`src/hdl/lfu_pkg.sv`:
```
// Shared types and constants for the LFU table cache directory.
// No dependencies; every other file in hdl/ imports this package.
`default_nettype none

package lfu_pkg;

  localparam int TAG_W     = 63;
  localparam int CNT_W     = 32;
  localparam int WAY_OUT_W = 4;

  localparam logic [CNT_W-1:0] CNT_TOP = 32'hffff_ffff;
  localparam logic [CNT_W-1:0] CNT_ONE = 32'd1;

  // Sequencer states
  typedef enum logic [2:0] {
    ST_IDLE,
    ST_SCAN,
    ST_HIT,
    ST_AGE_START,
    ST_AGE,
    ST_MISS,
    ST_DONE
  } lfu_state_t;

  // Write strobes into the way store
  typedef struct packed {
    logic tag_we;
    logic cnt_we;
  } lfu_wr_ctl_t;

endpackage

`default_nettype wire

```
`src/hdl/lfu_in_if.sv`:
```
// Lookup request channel: valid/ready handshake carrying one table tag.
// Depends on lfu_pkg for the tag width.
`default_nettype none

interface lfu_in_if;
  import lfu_pkg::*;

  logic             valid;
  logic             ready;
  logic [TAG_W-1:0] table_tag;

  modport source (output valid, output table_tag, input ready);
  modport sink   (input valid, input table_tag, output ready);
endinterface

`default_nettype wire

```
`src/hdl/lfu_out_if.sv`:
```
// Lookup result channel: valid/ready handshake carrying hit, way and evicted tag.
// Depends on lfu_pkg for the field widths.
`default_nettype none

interface lfu_out_if;
  import lfu_pkg::*;

  logic                 valid;
  logic                 ready;
  logic                 hit;
  logic [WAY_OUT_W-1:0] way;
  logic [TAG_W-1:0]     evicted_tag;

  modport source (output valid, output hit, output way, output evicted_tag, input ready);
  modport sink   (input valid, input hit, input way, input evicted_tag, output ready);
endinterface

`default_nettype wire

```
`src/hdl/lfu_way_store.sv`:
```
// Tag and use-count memories for all ways, one write and one registered read per cycle.
// Per-way valid bits make a never-written way read as empty tag and zero count.
// Depends on lfu_pkg.
`default_nettype none

module lfu_way_store import lfu_pkg::*; #(
  parameter int WAYS = 16
) (
  input  wire logic                     clk,
  input  wire logic                     rst_n,
  input  wire logic [$clog2(WAYS)-1:0]  rd_addr,
  input  wire lfu_wr_ctl_t              wr_ctl,
  input  wire logic [$clog2(WAYS)-1:0]  wr_addr,
  input  wire logic [TAG_W-1:0]         wr_tag,
  input  wire logic [CNT_W-1:0]         wr_cnt,
  output logic      [TAG_W-1:0]         rd_tag,
  output logic      [CNT_W-1:0]         rd_cnt
);

  logic [TAG_W-1:0] tag_mem [WAYS];
  logic [CNT_W-1:0] cnt_mem [WAYS];
  logic [WAYS-1:0]  valid_r;
  logic [TAG_W-1:0] tag_rd_r;
  logic [CNT_W-1:0] cnt_rd_r;
  logic             vld_rd_r;

  // Mark a way as holding a tag once it has been written
  always_ff @(posedge clk) begin
    if (!rst_n) begin
      valid_r <= '0;
    end else if (wr_ctl.tag_we) begin
      valid_r[wr_addr] <= 1'b1;
    end
  end

  // Write ports
  always_ff @(posedge clk) begin
    if (wr_ctl.tag_we) begin
      tag_mem[wr_addr] <= wr_tag;
    end
    if (wr_ctl.cnt_we) begin
      cnt_mem[wr_addr] <= wr_cnt;
    end
  end

  // Registered read
  always_ff @(posedge clk) begin
    tag_rd_r <= tag_mem[rd_addr];
    cnt_rd_r <= cnt_mem[rd_addr];
    vld_rd_r <= valid_r[rd_addr];
  end

  // Empty ways read as tag zero, count zero
  assign rd_tag = vld_rd_r ? tag_rd_r : '0;
  assign rd_cnt = vld_rd_r ? cnt_rd_r : '0;

endmodule

`default_nettype wire

```
`src/hdl/lfu_table_cache_policy_core.sv`:
```
// Top level of the LFU table cache directory: request sequencer, way scan and aging.
// Depends on lfu_pkg, lfu_in_if, lfu_out_if and lfu_way_store.
//
//   Channel   Dir   Handshake      Payload
//   in_req    in    valid/ready    table_tag[62:0]
//   out_rsp   out   valid/ready    hit, way[3:0], evicted_tag[62:0]
//
// One request at a time; the way memories are scanned one way per cycle through
// a single read port and a single comparator. A hit whose incremented count
// saturates also halves all counts. A zero tag answers with no lookup and an
// empty result. in_req.ready is high only in the idle state.
// A finished result sits in the output register; a stalled out_rsp holds the
// sequencer in its done state. Synchronous active-low reset empties all ways.
`default_nettype none

module lfu_table_cache_policy_core import lfu_pkg::*; #(
  parameter int WAYS = 16
) (
  input  wire logic  clk,
  input  wire logic  rst_n,
  lfu_in_if.sink     in_req,
  lfu_out_if.source  out_rsp
);

  localparam int IDX_W = $clog2(WAYS);
  localparam logic [IDX_W-1:0] LAST_IDX = IDX_W'(WAYS - 1);

  lfu_state_t       state_r, state_nxt;
  logic [TAG_W-1:0] tag_r, tag_nxt;
  logic [IDX_W-1:0] cmp_idx_r, cmp_idx_nxt;
  logic [IDX_W-1:0] pick_r, pick_nxt;
  logic [TAG_W-1:0] pick_tag_r, pick_tag_nxt;
  logic [CNT_W-1:0] min_r, min_nxt;
  logic [CNT_W-1:0] cnt_inc_r, cnt_inc_nxt;
  logic             hit_r, hit_nxt;

  logic                 out_valid_r, out_valid_nxt;
  logic                 out_hit_r;
  logic [WAY_OUT_W-1:0] out_way_r;
  logic [TAG_W-1:0]     out_evict_r;
  logic                 out_load;

  logic [IDX_W-1:0] rd_addr;
  lfu_wr_ctl_t      wr_ctl;
  logic [IDX_W-1:0] wr_addr;
  logic [TAG_W-1:0] wr_tag;
  logic [CNT_W-1:0] wr_cnt;
  logic [TAG_W-1:0] rd_tag;
  logic [CNT_W-1:0] rd_cnt;
  logic             match;

  lfu_way_store #(.WAYS(WAYS)) u_store (
    .clk     (clk),
    .rst_n   (rst_n),
    .rd_addr (rd_addr),
    .wr_ctl  (wr_ctl),
    .wr_addr (wr_addr),
    .wr_tag  (wr_tag),
    .wr_cnt  (wr_cnt),
    .rd_tag  (rd_tag),
    .rd_cnt  (rd_cnt)
  );

  assign match = (rd_tag == tag_r);

  // State register
  always_ff @(posedge clk) begin
    if (!rst_n) begin
      state_r <= ST_IDLE;
    end else begin
      state_r <= state_nxt;
    end
  end

  // Working registers of the current request
  always_ff @(posedge clk) begin
    tag_r      <= tag_nxt;
    cmp_idx_r  <= cmp_idx_nxt;
    pick_r     <= pick_nxt;
    pick_tag_r <= pick_tag_nxt;
    min_r      <= min_nxt;
    cnt_inc_r  <= cnt_inc_nxt;
    hit_r      <= hit_nxt;
  end

  // Sequencer: next state, memory access and scan bookkeeping
  always_comb begin
    state_nxt    = state_r;
    tag_nxt      = tag_r;
    cmp_idx_nxt  = cmp_idx_r;
    pick_nxt     = pick_r;
    pick_tag_nxt = pick_tag_r;
    min_nxt      = min_r;
    cnt_inc_nxt  = cnt_inc_r;
    hit_nxt      = hit_r;
    rd_addr      = cmp_idx_r + 1'b1;
    wr_ctl       = '0;
    wr_addr      = pick_r;
    wr_tag       = tag_r;
    wr_cnt       = cnt_inc_r;
    out_load     = 1'b0;

    unique case (state_r)
      ST_IDLE: begin
        if (in_req.valid) begin
          tag_nxt = in_req.table_tag;
          if (in_req.table_tag == '0) begin
            // Zero tag: no lookup, empty result
            hit_nxt      = 1'b0;
            pick_nxt     = '0;
            pick_tag_nxt = '0;
            state_nxt    = ST_DONE;
          end else begin
            rd_addr     = '0;
            cmp_idx_nxt = '0;
            state_nxt   = ST_SCAN;
          end
        end
      end

      ST_SCAN: begin
        cmp_idx_nxt = rd_addr;
        if (match) begin
          pick_nxt    = cmp_idx_r;
          cnt_inc_nxt = rd_cnt + 1'b1;
          hit_nxt     = 1'b1;
          state_nxt   = ST_HIT;
        end else begin
          // Track the lowest-numbered way with the strictly smallest count
          if (cmp_idx_r == '0 || rd_cnt < min_r) begin
            min_nxt      = rd_cnt;
            pick_nxt     = cmp_idx_r;
            pick_tag_nxt = rd_tag;
          end
          if (cmp_idx_r == LAST_IDX) begin
            hit_nxt   = 1'b0;
            state_nxt = ST_MISS;
          end
        end
      end

      ST_HIT: begin
        wr_ctl.cnt_we = 1'b1;
        state_nxt     = (cnt_inc_r == CNT_TOP) ? ST_AGE_START : ST_DONE;
      end

      ST_AGE_START: begin
        // Issue the first read after the hit write has landed
        rd_addr     = '0;
        cmp_idx_nxt = '0;
        state_nxt   = ST_AGE;
      end

      ST_AGE: begin
        // Halve one count per cycle while reading the next
        wr_ctl.cnt_we = 1'b1;
        wr_addr       = cmp_idx_r;
        wr_cnt        = rd_cnt >> 1;
        cmp_idx_nxt   = rd_addr;
        if (cmp_idx_r == LAST_IDX) begin
          state_nxt = ST_DONE;
        end
      end

      ST_MISS: begin
        wr_ctl.tag_we = 1'b1;
        wr_ctl.cnt_we = 1'b1;
        wr_cnt        = CNT_ONE;
        state_nxt     = ST_DONE;
      end

      ST_DONE: begin
        if (!out_valid_r || out_rsp.ready) begin
          out_load  = 1'b1;
          state_nxt = ST_IDLE;
        end
      end

      default: begin
        state_nxt = ST_IDLE;
      end
    endcase
  end

  // Output register: hold until the result is taken
  always_comb begin
    out_valid_nxt = out_valid_r;
    if (out_load) begin
      out_valid_nxt = 1'b1;
    end else if (out_rsp.ready) begin
      out_valid_nxt = 1'b0;
    end
  end

  always_ff @(posedge clk) begin
    if (!rst_n) begin
      out_valid_r <= 1'b0;
    end else begin
      out_valid_r <= out_valid_nxt;
    end
  end

  always_ff @(posedge clk) begin
    if (out_load) begin
      out_hit_r   <= hit_r;
      out_way_r   <= WAY_OUT_W'(pick_r);
      out_evict_r <= hit_r ? '0 : pick_tag_r;
    end
  end

  assign in_req.ready        = (state_r == ST_IDLE);
  assign out_rsp.valid       = out_valid_r;
  assign out_rsp.hit         = out_hit_r;
  assign out_rsp.way         = out_way_r;
  assign out_rsp.evicted_tag = out_evict_r;

endmodule

`default_nettype wire
```
`src/flat_wrapper.sv`:
```
// flat-port wrapper written by rule: the top's interface ports become plain ports
module lfu_table_cache_policy_core_flat import lfu_pkg::*;
#(
  parameter int WAYS = 16
)
  (clk, rst_n, in_req_valid, in_req_table_tag, in_req_ready, out_rsp_valid, out_rsp_hit, out_rsp_way, out_rsp_evicted_tag, out_rsp_ready);
  lfu_in_if in_req_i ();
  lfu_out_if out_rsp_i ();
  input  wire logic clk;
  input  wire logic rst_n;
  input wire logic [$bits(in_req_i.valid)-1:0] in_req_valid;
  input wire logic [$bits(in_req_i.table_tag)-1:0] in_req_table_tag;
  output wire logic [$bits(in_req_i.ready)-1:0] in_req_ready;
  output wire logic [$bits(out_rsp_i.valid)-1:0] out_rsp_valid;
  output wire logic [$bits(out_rsp_i.hit)-1:0] out_rsp_hit;
  output wire logic [$bits(out_rsp_i.way)-1:0] out_rsp_way;
  output wire logic [$bits(out_rsp_i.evicted_tag)-1:0] out_rsp_evicted_tag;
  input wire logic [$bits(out_rsp_i.ready)-1:0] out_rsp_ready;
  assign in_req_i.valid = in_req_valid;
  assign in_req_i.table_tag = in_req_table_tag;
  assign in_req_ready = in_req_i.ready;
  assign out_rsp_valid = out_rsp_i.valid;
  assign out_rsp_hit = out_rsp_i.hit;
  assign out_rsp_way = out_rsp_i.way;
  assign out_rsp_evicted_tag = out_rsp_i.evicted_tag;
  assign out_rsp_i.ready = out_rsp_ready;
  lfu_table_cache_policy_core #(.WAYS(WAYS)) u_core (.clk(clk), .rst_n(rst_n), .in_req(in_req_i), .out_rsp(out_rsp_i));
endmodule
```
`config.mk`:
```
export PLATFORM = sky130hd
export DESIGN_NAME = lfu_table_cache_policy_core_flat
export DESIGN_NICKNAME = d
export VERILOG_FILES = /design/src/hdl/lfu_pkg.sv /design/src/hdl/lfu_in_if.sv /design/src/hdl/lfu_out_if.sv /design/src/hdl/lfu_way_store.sv /design/src/hdl/lfu_table_cache_policy_core.sv /design/src/flat_wrapper.sv
export SDC_FILE = /design/constraint.sdc
export NUM_CORES = 2
export LEC_CHECK = 0
export ABC_CLOCK_PERIOD_IN_PS = 8000
export BUFFER_PORTS_ARGS = -buffer_cell sky130_fd_sc_hd__buf_4
export CAP_MARGIN = 20
export CORE_ASPECT_RATIO = 1.2
export CORE_MARGIN = 2
export CORE_UTILIZATION = 30
export CTS_CLUSTER_DIAMETER = 120
export DETAILED_ROUTE_END_ITERATION = 8
export PLACE_DENSITY = 0.53
export SETUP_SLACK_MARGIN = 0.15
export SYNTH_ARGS = -nofsm -noshare
export SYNTH_HDL_FRONTEND = slang
export SYNTH_HIERARCHICAL = 1
export SYNTH_SLANG_ARGS = --single-unit
```
`constraint.sdc`:
```
create_clock -name clk -period 8 [get_ports clk]
set_input_delay 0.4 -clock clk [delete_from_list [all_inputs] [get_ports clk]]
set_output_delay 0.4 -clock clk [all_outputs]
set_load 0.02 [all_outputs]
```
==> qor.txt <==
Routed Antenna Nets = 0
IO Pins = 137
Clk sinks = 1903
Synth Flop Type = edfxtp_1
Post-Synth Adder-Cell Area = 0.589%
Die W = 452 um
Initial Util = 30.1%
Final net count = 3936
Finished Core Util = 35.2%
Residual DRC = 0
Critical path startpoint category = flip-flop
Register area share after synthesis = 77.5%
Max_cap viols = 0
Outcome = completed
CTS tree = yes
Minimum clock period after layout = 5.09 ns
Yosys warns = 6
Die Height = 541 um
Max Slew Vio Count = 0
Wirelength, routed = 191 mm
Comb power frac = 29.2%
Commonest non-fill, non-tap cells in the layout = edfxtp_1 (1787), mux4_2 (370), buf_4 (224)
Hold Crit Class = input pin to flip-flop
Worst EP required = 8.43 ns
Total die area = 245000 sq um
Synth cell types = 56
Clk pwr share = 28.6%
Via density = 4.88
Avg WL per Cell = 26.5 um
Synth Area in XOR/XNOR = 1.16%
PwrDens = 361 nW/um^2
# Post-CTS Setup Buffers = 0
Peak VDD IR = 0.629 mV
Num CTS Buffers = 190
Gr ovfl total = 0
DR vias = 35083
Site Rows = 197
Setup TNS = 0 ns
Final hold viol count = 0
Fin crit share = 63.7%
Power Internal = 0.0209 W
Crit-path max FO = 45
Core Region = 240000 sq um
Simple-gate share of the synthesized area = 4.34%
Most common cell after layout, fill and taps aside = edfxtp_1
Main combinational cell family by area after synthesis = multiplexers
Final setup viols = 0
CTS Buffer Depth = 3
Syn Inst Count = 3512
Vias in the first global route = 36321
Overall power = 0.0304 W
Syn Nets = 3613
RSZ-0062 raised after global routing = false
Drt first-iter violations = 2949
Root buf cell = clkbuf_16
Switching Power = 0.00951 W
I/O Buffers = 136
Share of cells above drive strength 1 = 23.7%
Fill count = 22314
DR pass1 iterations = 5
Mux share of post-synthesis cell area = 12.1%
H-tree lvl count = 4
Sequential Area = 56000 sq um
Clk pin slew, worst setup/hold paths = 0.07 ns
Highest attainable clock frequency = 0.196 GHz
WS Path Type = flip-flop to flip-flop
Slew margin rel. = 28.1%
Switching Share = 31.3%
Worst-Margin Slew = 1.07 ns
Syn avg cell area = 20.6 sq um
Part of the power in registers = 42.2%
Post-Syn Area = 72200 sq um
Largest net degree at the start of global routing = 129
Complex-gate fraction of the synthesized area = 2.80%
Async set-reset flop share out of synthesis = 0%
Insertion delay of the later-clocked pin in the worst-skew pair = 0.85 ns
Initial antenna violation count = 4
Leakage = 27.1 nW
Crit path DAT = 5.53 ns
GPL Wtd Cong = 0.739
Worst Clk Skew = 0.0695 ns
Post-synth EDFFs = 1787
Hpwl dp = 103 mm
#FFs+latches synth = 1903
Total track usage = 15.4%
P&R area growth vs syn = 16.8%
Multi-input gate area = 15500 sq um
Post-CTS Resized = 0
Worst Setup End Kind = flip-flop
First-pass GRT wire length = 271 mm
## synthesized netlist by cell type (all sizes together), types with 4 or more instances
master	instances	area, sq um
nand2	185	694
nand3	16	85.1
a21o	4	30.0
nand4	24	150
and2	167	1040
nor2b	70	438
a211oi	7	52.6
a22oi	192	1440
xnor2	20	175
ha	34	425
edfxtp	1787	53700
mux2	4	45.0
nand2b	4	25.0
nor3	10	50.1
nor2	63	239
mux4	384	8700
nand3b	4	30.0
buf	85	573
o21a	16	120
a21oi	13	65.1
inv	38	143
xor2	76	666
o21ai	38	190
clkbuf	88	330
and3	7	43.8
dfxtp	116	2320
nor4	36	246
## final timing paths
kind	startpoint	endpoint	slack, ns	depth (start not counted)
worst max-delay path	u_core/u_store/vld_rd_r$_DFF_P_	u_core/pick_tag_r[24]$_SDFFCE_PN0P_	2.91	10
worst min-delay path	out_rsp_ready	u_core/out_rsp.valid$_SDFFE_PN0P_	0.18	3
worst max register to register	u_core/u_store/vld_rd_r$_DFF_P_	u_core/pick_tag_r[24]$_SDFFCE_PN0P_	2.91	10
worst min register to register	u_core/pick_r[0]$_SDFFCE_PN0P_	u_core/out_rsp.way[0]$_DFFE_PP_	0.45	0
## cells by family after synthesis
kind of cell               count (synthesis)
AOI/OAI and AO/OA                        284
xor gates and xnor gates                  96
adders and majority gates                 34
buffers and inverters                    211
DFF                                     1903
muxes                                    388
and+or+nand+nor                          596
## state kept, by name, summed over array words and instances, names as in the netlist, 3 cells and up
| name | cells |
|---|---|
| u_core/u_store/tag_mem | 1008 |
| u_core/u_store/cnt_mem | 512 |
| u_core/out_rsp.evicted_tag | 63 |
| u_core/pick_tag_r | 63 |
| u_core/tag_r | 63 |
| u_core/u_store/tag_rd_r | 63 |
| u_core/cnt_inc_r | 32 |
| u_core/min_r | 32 |
| u_core/u_store/cnt_rd_r | 32 |
| u_core/u_store/valid_r | 16 |
| u_core/cmp_idx_r | 4 |
| u_core/out_rsp.way | 4 |
| u_core/pick_r | 4 |
| u_core/state_r | 3 |
## worst max-delay path, stage by stage (launching register included)
cell and delay, ns:
dfxtp_4 0.65, buf_4 0.53, and2_1 0.40, xor2_1 0.23, nor4_1 0.73, nand4_1 0.29
nor4_1 0.58, buf_4 0.26, or2_0 0.18, o22ai_4 0.25, buf_4 0.47
## repair_timing
action / 4_1_cts / 5_1_grt
hold buffers: 65 / 0
endpoints found under the setup margin: 0 / 0
hold endpoints to repair: 83 / 0
## power groups by stage
stage	clock network [W]	registers [W]	logic, W
after floorplan	0	0.0128	0.00645
after global placement	0	0.0130	0.00905
after detailed placement	0	0.0131	0.00905
after CTS	0.00891	0.0129	0.00910
after global routing	0.00928	0.0129	0.00960
final	0.00869	0.0128	0.00889
## routing by layer
layer,global-route usage (%),wire length (um),vias to the layer above
met5,0,0,-
met3,2.40,8990,205
met2,27.3,99900,905
li1,-,-,14908
met1,19.7,78000,19065
met4,3.94,3700,0
## area by class of cell
type                    instances  share of cell area, %
diodes                          1                0.00297
clock buffers                 254                   6.09
clock inverters               102                   1.18
inverters                      38                  0.169
multi-input cells            1398                   18.4
flip-flops and latches       1903                   66.4
well taps                    3184                   4.72
repair buffers                304                   3.10
## stage by stage
| step | worst slack (ns) | instances | instance area (sq um) | hold WS [ns] |
|---|---|---|---|---|
| finish | 2.91 | 7184 | 84300 | 0.177 |
| global route | 2.67 | 7184 | 84300 | 0.156 |
| CTS | 2.67 | 7173 | 84300 | 0.143 |
| detailed placement | 2.69 | 6752 | 77500 | 0.435 |
| global placement | 2.67 | 6751 | 77500 | 0.429 |
| floorplan | 2.93 | 3512 | 72200 | 0.419 |
Power figures use the tool's default switching activity.
